`src/hw/rtl/wwr_pkg.sv`:
```
// Shared types and constants for the whole-word replace stream block.
`default_nettype none
package wwr_pkg;

  localparam int unsigned WordMaxDef = 8;
  localparam int unsigned CharW      = 8;
  localparam int unsigned WordW      = 64;
  localparam int unsigned LenW       = 4;
  localparam int unsigned CfgIdxW    = 2;

  localparam logic [CharW-1:0] SpaceChar = 8'd32;

  // Configuration register indexes.
  localparam logic [CfgIdxW-1:0] CfgTargetWord = 2'd0;
  localparam logic [CfgIdxW-1:0] CfgTargetLen  = 2'd1;
  localparam logic [CfgIdxW-1:0] CfgReplWord   = 2'd2;
  localparam logic [CfgIdxW-1:0] CfgReplLen    = 2'd3;

  typedef struct packed {
    logic [CharW-1:0] in_char;
    logic             end_of_line;
  } in_item_t;

  typedef struct packed {
    logic [CharW-1:0] out_char;
    logic             run_last;
    logic             line_done;
  } out_item_t;

  typedef struct packed {
    logic accept;
    logic plan;
    logic emit;
  } ctrl_cmd_t;

  typedef struct packed {
    logic plan_empty;
    logic emit_last;
    logic out_free;
  } dp_status_t;

endpackage
`default_nettype wire

```
`src/hw/rtl/wwr_ctrl.sv`:
```
// Controller state machine sequencing accept, plan and emit phases.
`default_nettype none
module wwr_ctrl (
  input  wire logic               clk_i,
  input  wire logic               rst_ni,
  input  wire logic               in_valid_i,
  output logic                    in_ready_o,
  input  wire wwr_pkg::dp_status_t status_i,
  output wwr_pkg::ctrl_cmd_t      cmd_o
);

  typedef enum logic [1:0] {
    StIdle,
    StPlan,
    StEmit
  } state_e;

  state_e state_q, state_d;

  always_comb begin
    state_d    = state_q;
    cmd_o      = '0;
    in_ready_o = 1'b0;
    case (state_q)
      StIdle: begin
        in_ready_o = 1'b1;
        if (in_valid_i) begin
          cmd_o.accept = 1'b1;
          state_d      = StPlan;
        end
      end
      StPlan: begin
        cmd_o.plan = 1'b1;
        state_d    = status_i.plan_empty ? StIdle : StEmit;
      end
      StEmit: begin
        if (status_i.out_free) begin
          cmd_o.emit = 1'b1;
          if (status_i.emit_last) begin
            state_d = StIdle;
          end
        end
      end
      default: state_d = StIdle;
    endcase
  end

  always_ff @(posedge clk_i or negedge rst_ni) begin
    if (!rst_ni) begin
      state_q <= StIdle;
    end else begin
      state_q <= state_d;
    end
  end

endmodule
`default_nettype wire

```
`src/hw/rtl/wwr_datapath.sv`:
```
// Datapath: configuration, word buffer, match logic, emit counter and output register.
`default_nettype none
module wwr_datapath #(
  parameter int unsigned WORD_MAX = wwr_pkg::WordMaxDef
) (
  input  wire logic                          clk_i,
  input  wire logic                          rst_ni,
  input  wire logic                          cfg_we_i,
  input  wire logic [wwr_pkg::CfgIdxW-1:0]   cfg_idx_i,
  input  wire logic [wwr_pkg::WordW-1:0]     cfg_wdata_i,
  input  wire wwr_pkg::in_item_t             in_data_i,
  input  wire logic                          out_ready_i,
  output logic                               out_valid_o,
  output wwr_pkg::out_item_t                 out_data_o,
  input  wire wwr_pkg::ctrl_cmd_t            cmd_i,
  output wwr_pkg::dp_status_t                status_o
);

  localparam int unsigned FillW = $clog2(WORD_MAX + 1);
  localparam int unsigned CntW  = $clog2(WORD_MAX + 2);
  localparam int unsigned IdxW  = (WORD_MAX > 1) ? $clog2(WORD_MAX) : 1;
  localparam int unsigned CW    = wwr_pkg::CharW;

  // Configuration registers.
  logic [wwr_pkg::WordW-1:0] tw_q, rw_q;
  logic [wwr_pkg::LenW-1:0]  tl_q, rl_q;

  // Word buffer and word state.
  logic [CW-1:0]    store_q [WORD_MAX];
  logic [FillW-1:0] fill_q;
  logic             too_long_q;

  // Item latched at accept.
  logic [CW-1:0] ch_q;
  logic          eol_q, space_q, ovf_q, was_long_q;

  // Emit plan.
  logic [CntW-1:0] wcnt_q, total_q, k_q;
  logic            repl_q;

  logic              out_valid_q;
  wwr_pkg::out_item_t out_q;

  function automatic logic [FillW-1:0] clamp_len(input logic [wwr_pkg::LenW-1:0] len);
    logic [FillW-1:0] r;
    if (len == '0) begin
      r = FillW'(1);
    end else if (len > wwr_pkg::LenW'(WORD_MAX)) begin
      r = FillW'(WORD_MAX);
    end else begin
      r = FillW'(len);
    end
    return r;
  endfunction

  logic [FillW-1:0] tlen, rlen;
  logic             match;
  logic             is_space, can_store;
  logic             close_en;
  logic [CntW-1:0]  plan_wcnt, plan_total;
  logic             plan_repl, plan_extra;
  logic [IdxW-1:0]  k_idx;
  logic [CW-1:0]    emit_char;
  logic             emit_last;

  assign tlen = clamp_len(tl_q);
  assign rlen = clamp_len(rl_q);

  // Exact compare of the held word against the target, byte by byte.
  always_comb begin
    match = (fill_q == tlen);
    for (int i = 0; i < WORD_MAX; i++) begin
      if ((FillW'(i) < tlen) && (store_q[IdxW'(i)] != tw_q[CW*i +: CW])) begin
        match = 1'b0;
      end
    end
  end

  assign is_space  = (in_data_i.in_char == wwr_pkg::SpaceChar);
  assign can_store = !is_space && !too_long_q && (fill_q < FillW'(WORD_MAX));

  // A stored non-space character closes the word only at the end of the line.
  assign close_en = space_q || (eol_q && !was_long_q && !ovf_q);

  always_comb begin
    plan_wcnt = '0;
    plan_repl = 1'b0;
    if (ovf_q) begin
      plan_wcnt = CntW'(fill_q);
    end else if (close_en && !too_long_q && (fill_q != '0)) begin
      plan_repl = match;
      plan_wcnt = match ? CntW'(rlen) : CntW'(fill_q);
    end
    plan_extra = space_q || was_long_q || ovf_q;
    plan_total = plan_wcnt + CntW'(plan_extra);
  end

  assign k_idx     = k_q[IdxW-1:0];
  assign emit_last = ((k_q + CntW'(1)) == total_q);

  always_comb begin
    if (k_q < wcnt_q) begin
      emit_char = repl_q ? rw_q[CW*k_idx +: CW] : store_q[k_idx];
    end else begin
      emit_char = ch_q;
    end
  end

  assign status_o.plan_empty = (plan_total == '0);
  assign status_o.emit_last  = emit_last;
  assign status_o.out_free   = !out_valid_q || out_ready_i;

  assign out_valid_o = out_valid_q;
  assign out_data_o  = out_q;

  // Payload registers, no reset needed.
  always_ff @(posedge clk_i) begin
    if (cmd_i.accept) begin
      ch_q       <= in_data_i.in_char;
      eol_q      <= in_data_i.end_of_line;
      space_q    <= is_space;
      was_long_q <= too_long_q;
      ovf_q      <= !is_space && !too_long_q && (fill_q >= FillW'(WORD_MAX));
      if (can_store) begin
        store_q[fill_q[IdxW-1:0]] <= in_data_i.in_char;
      end
    end
    if (cmd_i.plan) begin
      wcnt_q  <= plan_wcnt;
      total_q <= plan_total;
      repl_q  <= plan_repl;
    end
    if (cmd_i.emit) begin
      out_q.out_char  <= emit_char;
      out_q.run_last  <= emit_last;
      out_q.line_done <= emit_last && eol_q;
    end
  end

  always_ff @(posedge clk_i or negedge rst_ni) begin
    if (!rst_ni) begin
      tw_q        <= '0;
      rw_q        <= '0;
      tl_q        <= wwr_pkg::LenW'(1);
      rl_q        <= wwr_pkg::LenW'(1);
      fill_q      <= '0;
      too_long_q  <= 1'b0;
      k_q         <= '0;
      out_valid_q <= 1'b0;
    end else begin
      if (cfg_we_i) begin
        case (cfg_idx_i)
          wwr_pkg::CfgTargetWord: tw_q <= cfg_wdata_i;
          wwr_pkg::CfgTargetLen:  tl_q <= cfg_wdata_i[wwr_pkg::LenW-1:0];
          wwr_pkg::CfgReplWord:   rw_q <= cfg_wdata_i;
          wwr_pkg::CfgReplLen:    rl_q <= cfg_wdata_i[wwr_pkg::LenW-1:0];
          default: ;
        endcase
      end
      if (cmd_i.accept && can_store) begin
        fill_q <= fill_q + FillW'(1);
      end
      // The plan is captured first, so the word state can be updated here.
      if (cmd_i.plan) begin
        k_q <= '0;
        if (eol_q || space_q) begin
          fill_q     <= '0;
          too_long_q <= 1'b0;
        end else if (ovf_q) begin
          fill_q     <= '0;
          too_long_q <= 1'b1;
        end
      end
      if (cmd_i.emit) begin
        k_q         <= k_q + CntW'(1);
        out_valid_q <= 1'b1;
      end else if (out_ready_i) begin
        out_valid_q <= 1'b0;
      end
    end
  end

endmodule
`default_nettype wire

```
`src/hw/rtl/whole_word_replace_stream.sv`:
```
// Whole-word find and replace on a character stream, top level.
//
// Characters arrive on the input valid/ready channel, one per transfer, with
// end_of_line marking the last character of a line. Each space-delimited word
// is held in an internal buffer; when a space or the end of the line closes it,
// the word is compared with the configured target and either the replacement
// or the original word leaves on the output channel, followed by the space.
// Words longer than WORD_MAX characters are flushed and passed through.
// Each input character is accepted, then planned, and then its result characters
// (zero to WORD_MAX + 1) leave one by one, stepped by the single emit counter in
// the datapath. A registered output stage lets the next input transfer be taken
// while the last result still waits. When the receiver stalls, emission pauses
// and the output payload holds. Reset clears the word state and sets the target
// and replacement words to zero and both lengths to one. Configuration registers
// are written through the plain write port; the user must write them only while
// the block is idle, as the block itself does not enforce this.
`default_nettype none
module whole_word_replace_stream #(
  parameter int unsigned WORD_MAX = wwr_pkg::WordMaxDef
) (
  input  wire logic                        clk_i,
  input  wire logic                        rst_ni,
  input  wire logic                        cfg_we_i,
  input  wire logic [wwr_pkg::CfgIdxW-1:0] cfg_idx_i,
  input  wire logic [wwr_pkg::WordW-1:0]   cfg_wdata_i,
  input  wire logic                        in_valid_i,
  output logic                             in_ready_o,
  input  wire wwr_pkg::in_item_t           in_data_i,
  output logic                             out_valid_o,
  input  wire logic                        out_ready_i,
  output wwr_pkg::out_item_t               out_data_o
);

  wwr_pkg::ctrl_cmd_t  cmd;
  wwr_pkg::dp_status_t status;

  wwr_ctrl u_ctrl (
    .clk_i      (clk_i),
    .rst_ni     (rst_ni),
    .in_valid_i (in_valid_i),
    .in_ready_o (in_ready_o),
    .status_i   (status),
    .cmd_o      (cmd)
  );

  wwr_datapath #(
    .WORD_MAX (WORD_MAX)
  ) u_datapath (
    .clk_i       (clk_i),
    .rst_ni      (rst_ni),
    .cfg_we_i    (cfg_we_i),
    .cfg_idx_i   (cfg_idx_i),
    .cfg_wdata_i (cfg_wdata_i),
    .in_data_i   (in_data_i),
    .out_ready_i (out_ready_i),
    .out_valid_o (out_valid_o),
    .out_data_o  (out_data_o),
    .cmd_i       (cmd),
    .status_o    (status)
  );

endmodule
`default_nettype wire
```
`config.mk`:
```
export PLATFORM = sky130hd
export DESIGN_NAME = whole_word_replace_stream
export DESIGN_NICKNAME = d
export VERILOG_FILES = /design/src/hw/rtl/wwr_pkg.sv /design/src/hw/rtl/wwr_ctrl.sv /design/src/hw/rtl/wwr_datapath.sv /design/src/hw/rtl/whole_word_replace_stream.sv
export SDC_FILE = /design/constraint.sdc
export NUM_CORES = 1
export LEC_CHECK = 0
export BUFFER_PORTS_ARGS = -buffer_cell sky130_fd_sc_hd__buf_2
export CORE_MARGIN = 2
export CORE_UTILIZATION = 35
export DETAILED_ROUTE_END_ITERATION = 7
export SLEW_MARGIN = 20
export SYNTH_ARGS = -nofsm -noshare
export SYNTH_HDL_FRONTEND = slang
export SYNTH_HIERARCHICAL = 1
export SYNTH_SLANG_ARGS = --single-unit
```
`constraint.sdc`:
```
create_clock -name clk_i -period 3 [get_ports clk_i]
set_clock_uncertainty 0.05 [all_clocks]
set_input_delay 0.3 -clock clk_i [delete_from_list [all_inputs] [get_ports clk_i]]
set_output_delay 0.3 -clock clk_i [all_outputs]
set_load 0.02 [all_outputs]
```
==> flow_metrics.env <==
export IMPL_syn_inst=674
export IMPL_holdCritStartpoint="cfg_wdata_i[2]"
export IMPL_synth_edf_count=95
export IMPL_ant_nets=0
export IMPL_synth_top_area_share_pct=34.0
export IMPL_synth_main_ff_cell="dfrtp_1"
export IMPL_p_leak_uw=0.00563
export IMPL_place_ws_ns=-0.536
export IMPL_power_density_nw_per_um2=803
export IMPL_place_congestion=0.770
export IMPL_synth_top_cell_by_area="dfrtp_1"
export IMPL_drt_iter0_markers=398
export IMPL_hpwl_um=19000
export IMPL_min_path_type="in -> reg"
export IMPL_required_ns=3.37
export IMPL_synth_commonest_cells="dfrtp_1 (146), mux2_2 (146), edfxtp_1 (95)"
export IMPL_final_nets=1003
export IMPL_fin_cells=1333
export IMPL_rr_startpoint="u_datapath/store_q[0][2]"
export IMPL_critPathArrivalTime_ns=3.78
export IMPL_vias=6578
export IMPL_cp_slowest_cell="or3_4"
export IMPL_endpoint_kind="flip-flop"
export IMPL_cts_tree="yes"
export IMPL_path_buf_inv=2
export IMPL_gr_total_overflow=0
export IMPL_slew_violations=0
export IMPL_die_x_um=179
export IMPL_cap_violations=0
export IMPL_critPathMaxFanout=4
export IMPL_layout_drive_gt1_share_pct=46.5
export IMPL_grt_max_degree=74
export IMPL_routedWlPerCell_um=20.6
export IMPL_critical_path_class="reg -> reg"
export IMPL_antenna_found_initial=0
export IMPL_clk_pin_slew_ns=0.06
export IMPL_ys_ff_latch=243
export IMPL_htreeDepth=1
export IMPL_grt_util_met3_pct=2.45
export IMPL_clockRootBuffer="clkbuf_16"
export IMPL_violations="setup timing"
export IMPL_grt_pass1_wl_um=42300
export IMPL_die_area_um2=32200
export IMPL_synth_seq_area_share_pct=61.0
export IMPL_cts_inserted_buffers=28
export IMPL_synth_yosys_warnings=6
export IMPL_outcome="finished with violations"
export IMPL_ir_drop_mv=0.493
export IMPL_num_antenna_cells=0
export IMPL_worstMarginPinSlew_ns=0.789
export IMPL_drt_pass1_iterations=4
export IMPL_start_kind="flip-flop"
export IMPL_first_global_vias=6861
export IMPL_core_um2=30400
export IMPL_num_io_pins=92
export IMPL_dpl_instance_area_um2=12300
export IMPL_die_h_um=179
export IMPL_use_met1_pct=25.4
export IMPL_syn_area_um2=10800
export IMPL_initial_core_util_pct=35.4
export IMPL_stdcell_area_um2=14000
export IMPL_wl_um=27500
export IMPL_cts_max_path_buffers=3
export IMPL_rsz0062_at_grt="true"
export IMPL_critical_path_startpoint="u_datapath/store_q[0][2]"
export IMPL_track_usage_pct=17.8
export IMPL_async_reset_ff_share_pct=60.9
export IMPL_dp_cells=1215
export IMPL_fp_row_count=64
export IMPL_clock_latency_ns=0.57
export IMPL_path_cells="xor2_1 > nor4_2 > buf_4 > nand4_1 > a2111oi_2 > o2111ai_2 > or3_4 > o21ai_4 > ha_4 > inv_2 > nor3_2 > o211a_1 > o21a_1 > nor2_1 > mux2_4"
export IMPL_synth_avg_cell_area_um2=16.0
export IMPL_hold_viol=0
export IMPL_busiest_layer="met2"
export IMPL_fin_crit_sh_pct=114
export IMPL_clkSinkCount=243
export IMPL_setup_violations=3
export IMPL_grtUsageMet2_pct=28.8
export IMPL_fin_crit_ns=3.41
export IMPL_max_stage_delay_ns=0.43
export IMPL_fmax_mhz=293
export IMPL_path_delay_family="simple AND/OR/NAND/NOR gates"
export IMPL_max_slew_margin_pct=47.4
export IMPL_setup_tns_ns=-0.596
export IMPL_fin_ws_ns=-0.411
export IMPL_synthTopCellsByArea="dfrtp_1 (34%), edfxtp_1 (27%), mux2_2 (15%), mux4_2 (8.4%), xor2_1 (3.6%)"
export IMPL_io_buffers=91
export IMPL_vias_per_cell=4.93
export IMPL_areaGrowthSynthToFinish_pct=30.5
export IMPL_ys_types=49
export IMPL_drc_errors=0
export IMPL_syn_nets=762
[stage by stage]
step                hold WS [ns]  utilization (%)  power, uW
floorplan                -0.0456                -       6490
global placement           0.357             40.5       7770
detailed placement         0.361             40.5       7790
CTS                      0.00347             46.0      11400
global route             0.00929             46.1      11800
finish                   0.00912             46.1      11300
[worst paths after layout]
kind	to	slack, ns	cells after the start
setup / recovery	u_ctrl/state_q[1]	-0.41	15
max in group asynchronous	u_datapath/rw_q[29]	1.74	3
hold / removal	u_datapath/rw_q[2]	0.009	2
hold reg to reg	u_datapath/rw_q[52]	0.45	1
min in group asynchronous	u_datapath/out_valid_o	0.29	2
setup reg to reg	u_ctrl/state_q[1]	-0.41	15
[registers in the layout, summed over array words and instances (netlist names)]
name,count
u_datapath/total_q,4
u_ctrl/state_q,2
u_datapath/wcnt_q,4
u_datapath/eol_q,1
u_datapath/was_long_q,1
u_datapath/too_long_q,1
u_datapath/rw_q,64
u_datapath/store_q,64
u_datapath/tw_q,64
u_datapath/ovf_q,1
u_datapath/tl_q,4
u_datapath/out_data_o,10
u_datapath/ch_q,8
u_datapath/space_q,1
u_datapath/rl_q,4
u_datapath/out_valid_o,1
u_datapath/fill_q,4
u_datapath/repl_q,1
u_datapath/k_q,4
[per-layer routing]
layer,routed length [um],vias up
met1,12500,3378
met5,0,-
met2,13200,161
met3,1160,35
met4,620,0
li1,-,3004
[report_power, final]
part	switching (uW)	total [uW]	leakage [uW]	internal (uW)
Sequential	409	4550	0.00263	4140
Combinational	1590	3320	0.00254	1730
Clock	1380	3410	0.000458	2030
[logic make-up after synthesis]
family                   Yosys count  synth area share, %
flip-flops                       243                 61.0
AND/OR/NAND/NOR                   90                 4.65
buffers and inverters             39                 1.41
multiplexers                     187                 23.7
adder cells (fa/ha/maj)            8                0.930
XOR/XNOR                          76                 6.19
AO/OA/AOI/OAI                     31                 2.13
[worst reg2reg max path: cells and delay by family (launching register included)]
kind,cells,cell delay [ns]
flops,1,0.41
fa+ha+maj,1,0.19
simple gates,5,1.12
compound gates,5,0.90
buf+inv,2,0.21
mux,1,0.25
xor+xnor,1,0.17
[layout by cell type, fill, tap and decap left out, types with 3 or more instances in the layout]
cell type	instances
dfrtp_1	145
mux2_2	145
edfxtp_1	95
buf_2	90
buf_4	75
dlygate4sd3_1	63
xor2_1	44
mux4_2	40
xnor2_1	30
clkbuf_16	29
nor2_1	21
nand2_1	13
inv_1	9
nor4_1	8
nand4_1	8
clkbuf_1	7
a21oi_1	7
clkinv_2	6
nand2b_1	6
ha_1	6
buf_12	6
nor4_2	5
o21ai_0	5
buf_6	4
clkbuf_8	3
and2_1	3
nor3_1	3
a21o_1	3
inv_2	3
nor3b_2	3
nor3_2	3
[cell type report]
class | count | area (um2)
Multi-Input combinational cell | 392 | 4190
Clock inverter | 13 | 144
Sequential cell | 243 | 6560
Clock buffer | 39 | 793
Inverter | 12 | 45.0
Tap cell | 396 | 495
Timing Repair Buffer | 238 | 1810
Fill cell | 2738 | 16400
[timing repair]
action,in CTS,in global routing
setup buffers,1,3
gates resized for setup,16,6
endpoints found under the hold margin,189,0
pin swaps,1,1
setup endpoints to repair,5,5
hold buffers,63,0
No activity file was read; power rests on OpenSTA's default activity.
